**config.mk**
```make
export PLATFORM = sky130hd
export DESIGN_NAME = uart_idle_gap_frame_collector
export DESIGN_NICKNAME = d
export VERILOG_FILES = /design/src/design/uigfc_pkg.sv /design/src/design/uigfc_controller.sv /design/src/design/uigfc_datapath.sv /design/src/design/uart_idle_gap_frame_collector.sv
export SDC_FILE = /design/constraint.sdc
export NUM_CORES = 1
export LEC_CHECK = 0
export ABC_AREA = 0
export BUFFER_PORTS_ARGS = -buffer_cell sky130_fd_sc_hd__buf_2
export CAP_MARGIN = 20
export CORE_MARGIN = 3
export CORE_UTILIZATION = 60
export DETAILED_ROUTE_END_ITERATION = 8
export HOLD_SLACK_MARGIN = 0.02
export PLACE_DENSITY = 0.91
export SLEW_MARGIN = 20
export SYNTH_ARGS = -nofsm -noshare
export SYNTH_HDL_FRONTEND = slang
export SYNTH_SLANG_ARGS = --single-unit
```
**constraint.sdc**
```tcl
create_clock -name clk -period 4.1 [get_ports clk]
set_clock_uncertainty 0.2 [all_clocks]
set_input_delay 0.615 -clock clk [delete_from_list [all_inputs] [get_ports clk]]
set_output_delay 0.615 -clock clk [all_outputs]
set_load 0.05 [all_outputs]
```
**src/design/uigfc_pkg.sv**
```systemverilog
// ----------------------------------------------------------------------------
// uigfc_pkg
// Shared types and constants of the idle-gap frame collector.
// ----------------------------------------------------------------------------
package uigfc_pkg;

  localparam int DEFAULT_BUFFER_DEPTH = 8;
  localparam logic [15:0] TIMEOUT_RESET = 16'd8;

  localparam logic CMD_BYTE = 1'b0;
  localparam logic CMD_TICK = 1'b1;

  typedef enum logic [1:0] {
    PHASE_IDLE        = 2'd0,
    PHASE_RECEIVING   = 2'd1,
    PHASE_INTERRUPTED = 2'd2
  } phase_t;

  typedef enum logic [1:0] {
    ST_ACCEPT,
    ST_FETCH,
    ST_LOAD
  } state_t;

  typedef struct packed {
    logic take;
    logic fetch;
    logic load;
  } ctrl_cmd_t;

  typedef struct packed {
    logic complete;
    logic last;
    logic out_free;
  } ctrl_status_t;

endpackage

```
**src/design/uigfc_controller.sv**
```systemverilog
// ----------------------------------------------------------------------------
// uigfc_controller
// Sequencer: takes items, then walks the frame buffer out one byte at a time.
// ----------------------------------------------------------------------------
module uigfc_controller (
  input  logic                    clk,
  input  logic                    rst,
  input  logic                    item_valid,
  output logic                    item_stall,
  input  uigfc_pkg::ctrl_status_t status,
  output uigfc_pkg::ctrl_cmd_t    cmd
);

  uigfc_pkg::state_t state;
  uigfc_pkg::state_t state_next;

  always_ff @(posedge clk) begin
    if (rst) begin
      state <= uigfc_pkg::ST_ACCEPT;
    end else begin
      state <= state_next;
    end
  end

  always_comb begin
    state_next = state;
    case (state)
      uigfc_pkg::ST_ACCEPT: begin
        if (item_valid && status.complete) begin
          state_next = uigfc_pkg::ST_FETCH;
        end
      end
      uigfc_pkg::ST_FETCH: begin
        state_next = uigfc_pkg::ST_LOAD;
      end
      uigfc_pkg::ST_LOAD: begin
        if (status.out_free) begin
          state_next = status.last ? uigfc_pkg::ST_ACCEPT : uigfc_pkg::ST_FETCH;
        end
      end
      default: begin
        state_next = uigfc_pkg::ST_ACCEPT;
      end
    endcase
  end

  always_comb begin
    item_stall = 1'b1;
    cmd        = '0;
    case (state)
      uigfc_pkg::ST_ACCEPT: begin
        item_stall = 1'b0;
        cmd.take   = item_valid;
      end
      uigfc_pkg::ST_FETCH: begin
        cmd.fetch = 1'b1;
      end
      uigfc_pkg::ST_LOAD: begin
        cmd.load = status.out_free;
      end
      default: begin
        item_stall = 1'b1;
      end
    endcase
  end

  a_fetch_then_load: assert property (@(posedge clk) disable iff (rst)
    state == uigfc_pkg::ST_FETCH |=> state == uigfc_pkg::ST_LOAD)
    else $error("fetch not followed by load");

  a_complete_starts_emit: assert property (@(posedge clk) disable iff (rst)
    cmd.take && status.complete |=> state == uigfc_pkg::ST_FETCH)
    else $error("completed frame did not start emission");

  a_last_returns: assert property (@(posedge clk) disable iff (rst)
    cmd.load && status.last |=> state == uigfc_pkg::ST_ACCEPT)
    else $error("last byte did not return to accept");

  a_no_take_while_emitting: assert property (@(posedge clk) disable iff (rst)
    cmd.take |-> !cmd.fetch && !cmd.load && !item_stall)
    else $error("item taken during emission");

endmodule

```
**src/design/uigfc_datapath.sv**
```systemverilog
// ----------------------------------------------------------------------------
// uigfc_datapath
// Frame buffer, tick counter, phase, fill count and the result register.
// ----------------------------------------------------------------------------
module uigfc_datapath #(
  parameter int BUFFER_DEPTH = uigfc_pkg::DEFAULT_BUFFER_DEPTH
) (
  input  logic                    clk,
  input  logic                    rst,
  input  logic                    cfg_write,
  input  logic [15:0]             cfg_data,
  input  logic                    item_cmd,
  input  logic [7:0]              rx_byte,
  input  uigfc_pkg::ctrl_cmd_t    cmd,
  output uigfc_pkg::ctrl_status_t status,
  output logic                    result_valid,
  input  logic                    result_stall,
  output logic [7:0]              frame_byte,
  output logic [2:0]              byte_position,
  output logic                    is_last
);

  localparam int IDX_W = (BUFFER_DEPTH > 1) ? $clog2(BUFFER_DEPTH) : 1;
  localparam int CNT_W = $clog2(BUFFER_DEPTH + 1);

  logic [7:0]        mem [BUFFER_DEPTH];
  logic [7:0]        rd_data;
  logic [15:0]       timeout_ticks;
  logic [15:0]       tick_count;
  logic [15:0]       tick_inc;
  logic [CNT_W-1:0]  fill_count;
  logic [CNT_W-1:0]  emit_cnt;
  logic [IDX_W-1:0]  rd_idx;
  logic [IDX_W-1:0]  wr_addr;
  uigfc_pkg::phase_t phase;
  logic              expire;
  logic              full;
  logic              is_byte;

  assign is_byte  = (item_cmd == uigfc_pkg::CMD_BYTE);
  assign tick_inc = tick_count + 16'd1;
  assign expire   = (tick_inc >= timeout_ticks);
  assign full     = (fill_count == CNT_W'(BUFFER_DEPTH));
  assign wr_addr  = full ? '0 : fill_count[IDX_W-1:0];

  assign status.complete = !is_byte && expire && (phase == uigfc_pkg::PHASE_INTERRUPTED)
                           && (fill_count != '0);
  assign status.last     = ((CNT_W'(rd_idx) + CNT_W'(1)) == emit_cnt);
  assign status.out_free = !result_valid || !result_stall;

  always_ff @(posedge clk) begin
    if (rst) begin
      timeout_ticks <= uigfc_pkg::TIMEOUT_RESET;
      tick_count    <= '0;
      fill_count    <= '0;
      phase         <= uigfc_pkg::PHASE_IDLE;
      emit_cnt      <= '0;
      rd_idx        <= '0;
    end else begin
      if (cfg_write) begin
        timeout_ticks <= cfg_data;
      end
      if (cmd.take) begin
        if (is_byte) begin
          fill_count <= full ? CNT_W'(1) : fill_count + CNT_W'(1);
          phase      <= uigfc_pkg::PHASE_RECEIVING;
        end else begin
          tick_count <= expire ? '0 : tick_inc;
          if (expire) begin
            case (phase)
              uigfc_pkg::PHASE_RECEIVING: begin
                phase <= uigfc_pkg::PHASE_INTERRUPTED;
              end
              uigfc_pkg::PHASE_INTERRUPTED: begin
                fill_count <= '0;
                phase      <= uigfc_pkg::PHASE_IDLE;
                emit_cnt   <= fill_count;
                rd_idx     <= '0;
              end
              default: begin
                phase <= phase;
              end
            endcase
          end
        end
      end
      if (cmd.load && !status.last) begin
        rd_idx <= rd_idx + IDX_W'(1);
      end
    end
  end

  always_ff @(posedge clk) begin
    if (cmd.take && is_byte) begin
      mem[wr_addr] <= rx_byte;
    end
    if (cmd.fetch) begin
      rd_data <= mem[rd_idx];
    end
  end

  always_ff @(posedge clk) begin
    if (rst) begin
      result_valid <= 1'b0;
    end else if (cmd.load) begin
      result_valid <= 1'b1;
    end else if (!result_stall) begin
      result_valid <= 1'b0;
    end
  end

  always_ff @(posedge clk) begin
    if (cmd.load) begin
      frame_byte    <= rd_data;
      byte_position <= 3'(rd_idx);
      is_last       <= status.last;
    end
  end

  a_load_only_when_free: assert property (@(posedge clk) disable iff (rst)
    cmd.load |-> status.out_free)
    else $error("result register overwritten");

  a_idx_advance: assert property (@(posedge clk) disable iff (rst)
    cmd.load && !status.last |=> rd_idx == $past(rd_idx) + IDX_W'(1))
    else $error("read index did not advance");

  a_fill_bound: assert property (@(posedge clk) disable iff (rst)
    cmd.take && is_byte |=> fill_count != '0 && fill_count <= CNT_W'(BUFFER_DEPTH))
    else $error("fill count out of range");

endmodule

```
**src/design/uart_idle_gap_frame_collector.sv**
```systemverilog
// ----------------------------------------------------------------------------
// uart_idle_gap_frame_collector
// Collects serial bytes into a frame and releases it after an idle gap.
//
// Item channel (item_valid/item_stall): cmd 0 carries a received byte in
// rx_byte, cmd 1 is a one-millisecond tick. Items are taken while item_stall is low.
// A tick counter expires every timeout_ticks ticks; the second expiry after
// the last byte completes the frame. Result channel (result_valid/
// result_stall) then carries the frame bytes in order with byte_position
// and is_last on the final one.
// Emission: each byte takes a frame-buffer read (FETCH state) and then a
// result register load (LOAD state); while a frame is emitted, item_stall
// is high. A stalled result holds and pauses the emission.
// cfg_write loads timeout_ticks (reset 8); the user must do so only while
// the block is idle, as the block itself does not enforce this.
// Reset clears phase, fill count, tick counter and the result valid; the
// frame buffer needs no clearing pass.
// ----------------------------------------------------------------------------
module uart_idle_gap_frame_collector #(
  parameter int BUFFER_DEPTH = uigfc_pkg::DEFAULT_BUFFER_DEPTH
) (
  input  logic        clk,
  input  logic        rst,
  input  logic        cfg_write,
  input  logic [15:0] cfg_data,
  input  logic        item_valid,
  output logic        item_stall,
  input  logic        cmd,
  input  logic [7:0]  rx_byte,
  output logic        result_valid,
  input  logic        result_stall,
  output logic [7:0]  frame_byte,
  output logic [2:0]  byte_position,
  output logic        is_last
);

  uigfc_pkg::ctrl_cmd_t    ctrl_cmd;
  uigfc_pkg::ctrl_status_t ctrl_status;

  uigfc_controller u_controller (
    .clk        (clk),
    .rst        (rst),
    .item_valid (item_valid),
    .item_stall (item_stall),
    .status     (ctrl_status),
    .cmd        (ctrl_cmd)
  );

  uigfc_datapath #(
    .BUFFER_DEPTH (BUFFER_DEPTH)
  ) u_datapath (
    .clk           (clk),
    .rst           (rst),
    .cfg_write     (cfg_write),
    .cfg_data      (cfg_data),
    .item_cmd      (cmd),
    .rx_byte       (rx_byte),
    .cmd           (ctrl_cmd),
    .status        (ctrl_status),
    .result_valid  (result_valid),
    .result_stall  (result_stall),
    .frame_byte    (frame_byte),
    .byte_position (byte_position),
    .is_last       (is_last)
  );

endmodule
```
==> reports/results.ini <==
[drt]
drt_first_pass_iters=5
route.detailed.drc=0
routed_wl_mm=12.7
vias_per_cell=6.09
drt-initial-drc-count=553
vias=4109
wire_per_inst_um=18.9
ant_nets=0

[worst_setup_path]
worst_ep_required_time_ns=4.27
crit_type=flip-flop to flip-flop
arrival_ns=4.15
crit_fanout=8
critPathMaxStageDelay_ns=0.57
crit_path_start_kind=flip-flop
path_cells=nand3_1 > or3_1 > nor3_2 > xor2_1 > ha_1 > nand4_1 > or4_4 > o32a_1 > a21oi_4 > mux2i_1 > nor2_1
crit_path_end_kind=flip-flop
crit_slowest_cell=or4_4

[pwr]
switching_share_pct=24.4
pwr-share-seq_pct=47.1
p_clk_share_pct=48.7
power_leakage_nw=2.53
p_per_area_nw_per_um2=450
intPower_mw=2.32
peakVddDrop_mv=0.273
switchingPower_mw=0.750
combPwrFrac_pct=4.3

[layout]
diodes=0
synthToLayoutAreaGrowth_pct=16.3
finalNetCount=583
stdcell_count=675
final_area_sq_um=6840
drive_gt1_share_pct=21.8

[yosys]
synth_seq_cells=132
synth_edf_count=84
synth_most_common_cell=edfxtp_1
yosysTopAreaCell=edfxtp_1
ys_types=53
yosysWarnings=0
synth_area_leaders=edfxtp_1 43%, dfxtp_1 16%, mux4_2 6.1%
synthTopCellsByCount=84 x edfxtp_1, 60 x nand2_1, 48 x dfxtp_1
syn_nets=536
synth_top_flop_cell=edfxtp_1
synth_top_area_share_pct=42.9
ys_seq_area_share_pct=59.2
synth_cells=486
netlist_area_sq_um=5880
syn_area_per_cell_sq_um=12.1
async_flop_share_pct=0

[placed_design]
place_area_sq_um=6200
place_ws_ns=0.150
port_buffers=43
globalplace.congestion=0.838
dp_hpwl_mm=7.43
place_inst=641

[sta]
setup_slack_ns=0.116
fin_crit_ns=3.98
finalSetupViolCount=0
slew_violations=0
period_share_pct=97.2
slew_headroom_pct=34.2
tightest_slew_ns=0.986
holdWs_ns=0.135
setup_tns_ns=0
finalHoldViolCount=0
fmax_mhz=251

[clocking]
postCtsHoldBufs=0
cts_sinks=132
path_clk_slew_ns=0.07
insertion_delay_ns=0.52
root_buffer=clkbuf_8
clk_path_buf_depth=2
cts_tree=built
cts_buffers=17
cts_max_level=4

[global_route]
grt_max_degree=46
grt_pass1_vias=3974
grt_usage_pct=23.3
grt_pass1_wl_mm=20.0
overflow=0
antenna_found_initial=0

[floorplan]
fp.dieH_um=105
fp.dieW_um=105
start_util_pct=62.8
dieArea_sq_um=11000
rows=35
core-area_sq_um=9370
boundaryPins=44

[outcome]
outcome=finished clean

[job]
cap_violations=0

[worst_hold_path]
min_path_type=primary input to flip-flop

## logic make-up (layout without fill, tap and decap cells)
family                   count (synthesis)  count (layout)  share of synthesized area, %
AND/OR/NAND/NOR                        174             174                          15.0
flip-flops                             132             132                          59.2
AO/OA/AOI/OAI                           59              59                          6.17
buffers and inverters                   49             109                          3.47
multiplexers                            35              35                          9.36
adder cells (fa/ha/maj)                 20              20                          4.26
XOR/XNOR                                17              17                          2.53
## critical path, delay by kind of cell, from the launching register on
family	cells	cell delay, ns
simple gates	6	1.61
mux	1	0.26
fa+ha+maj	1	0.33
compound gates	2	0.79
flops	1	0.53
xor+xnor	1	0.12
## power groups by stage
| stage | clock network (mW) | registers, mW | logic [mW] |
|---|---|---|---|
| after floorplan | 0 | 1.47 | 0.0844 |
| after global placement | 0 | 1.47 | 0.115 |
| after detailed placement | 0 | 1.47 | 0.120 |
| after CTS | 1.50 | 1.45 | 0.126 |
| after global routing | 1.58 | 1.45 | 0.145 |
| final | 1.50 | 1.45 | 0.132 |
## sequential cells by signal, summed over array words and instances, names as in the netlist
name,cells
u_controller.state,2
u_datapath.byte_position,3
u_datapath.emit_cnt,4
u_datapath.fill_count,4
u_datapath.frame_byte,8
u_datapath.is_last,1
u_datapath.mem,64
u_datapath.phase,2
u_datapath.rd_data,8
u_datapath.rd_idx,3
u_datapath.result_valid,1
u_datapath.tick_count,16
u_datapath.timeout_ticks,16
## through the flow
| stage | power [mW] | utilization [%] |
|---|---|---|
| 2_1_floorplan | 1.55 | - |
| 3_3_place_gp | 1.59 | 66.2 |
| 5_1_grt | 3.17 | 73.0 |
| 4_1_cts | 3.07 | 72.4 |
| 3_5_place_dp | 1.59 | 66.2 |
| 6_report | 3.08 | 73.0 |
## layer usage
layer	share of wire, %	track usage [%]	vias to the layer above
met2	49	38.4	234
met3	8.3	5.87	47
li1	-	-	1873
met4	2.8	9.09	0
met1	39	29.8	1955
met5	0	0	-
## worst paths after layout
kind	startpoint	endpoint	slack (ns)	depth (start not counted)
worst max-delay path	u_datapath.tick_count[6]	u_datapath.emit_cnt[1]	0.12	11
worst min-delay path	cfg_data[10]	u_datapath.timeout_ticks[10]	0.14	3
worst max register to register	u_datapath.tick_count[6]	u_datapath.emit_cnt[1]	0.12	11
worst min register to register	u_datapath.rd_data[3]	u_datapath.frame_byte[3]	0.22	0
## cell type report
| cell class | instances | area [sq um] |
|---|---|---|
| multi-input cells | 305 | 2220 |
| fillers | 565 | 2530 |
| clock inverters | 15 | 170 |
| repair buffers | 52 | 283 |
| well taps | 129 | 161 |
| flip-flops and latches | 132 | 3490 |
| clock buffers | 17 | 414 |
| inverters | 25 | 93.8 |
## cell usage in the layout (no fill, tap or decap), types with 7 or more instances in the layout
| cell | synthesis | routed |
|---|---|---|
| o21ai_0 | 12 | 12 |
| xnor2_1 | 10 | 10 |
| dfxtp_1 | 48 | 44 |
| a21oi_1 | 24 | 24 |
| inv_1 | 24 | 24 |
| nor3_1 | 12 | 11 |
| mux4_2 | 16 | 16 |
| inv_8 | 0 | 7 |
| nor2_1 | 32 | 32 |
| buf_2 | 4 | 43 |
| ha_1 | 20 | 19 |
| buf_4 | 0 | 9 |
| xor2_1 | 7 | 7 |
| edfxtp_1 | 84 | 84 |
| mux2i_1 | 19 | 19 |
| clkbuf_16 | 0 | 16 |
| nand3_1 | 17 | 17 |
| nand2_1 | 60 | 59 |
| nand4_1 | 7 | 7 |
## what timing repair did
action / 4_1_cts / 5_1_grt
resized for setup: 2 / 9
buffers inserted: 0 / 2
pin swaps: 2 / 4
setup endpoints to repair: 9 / 21
Note: power is estimated with default switching activity, not from simulation.
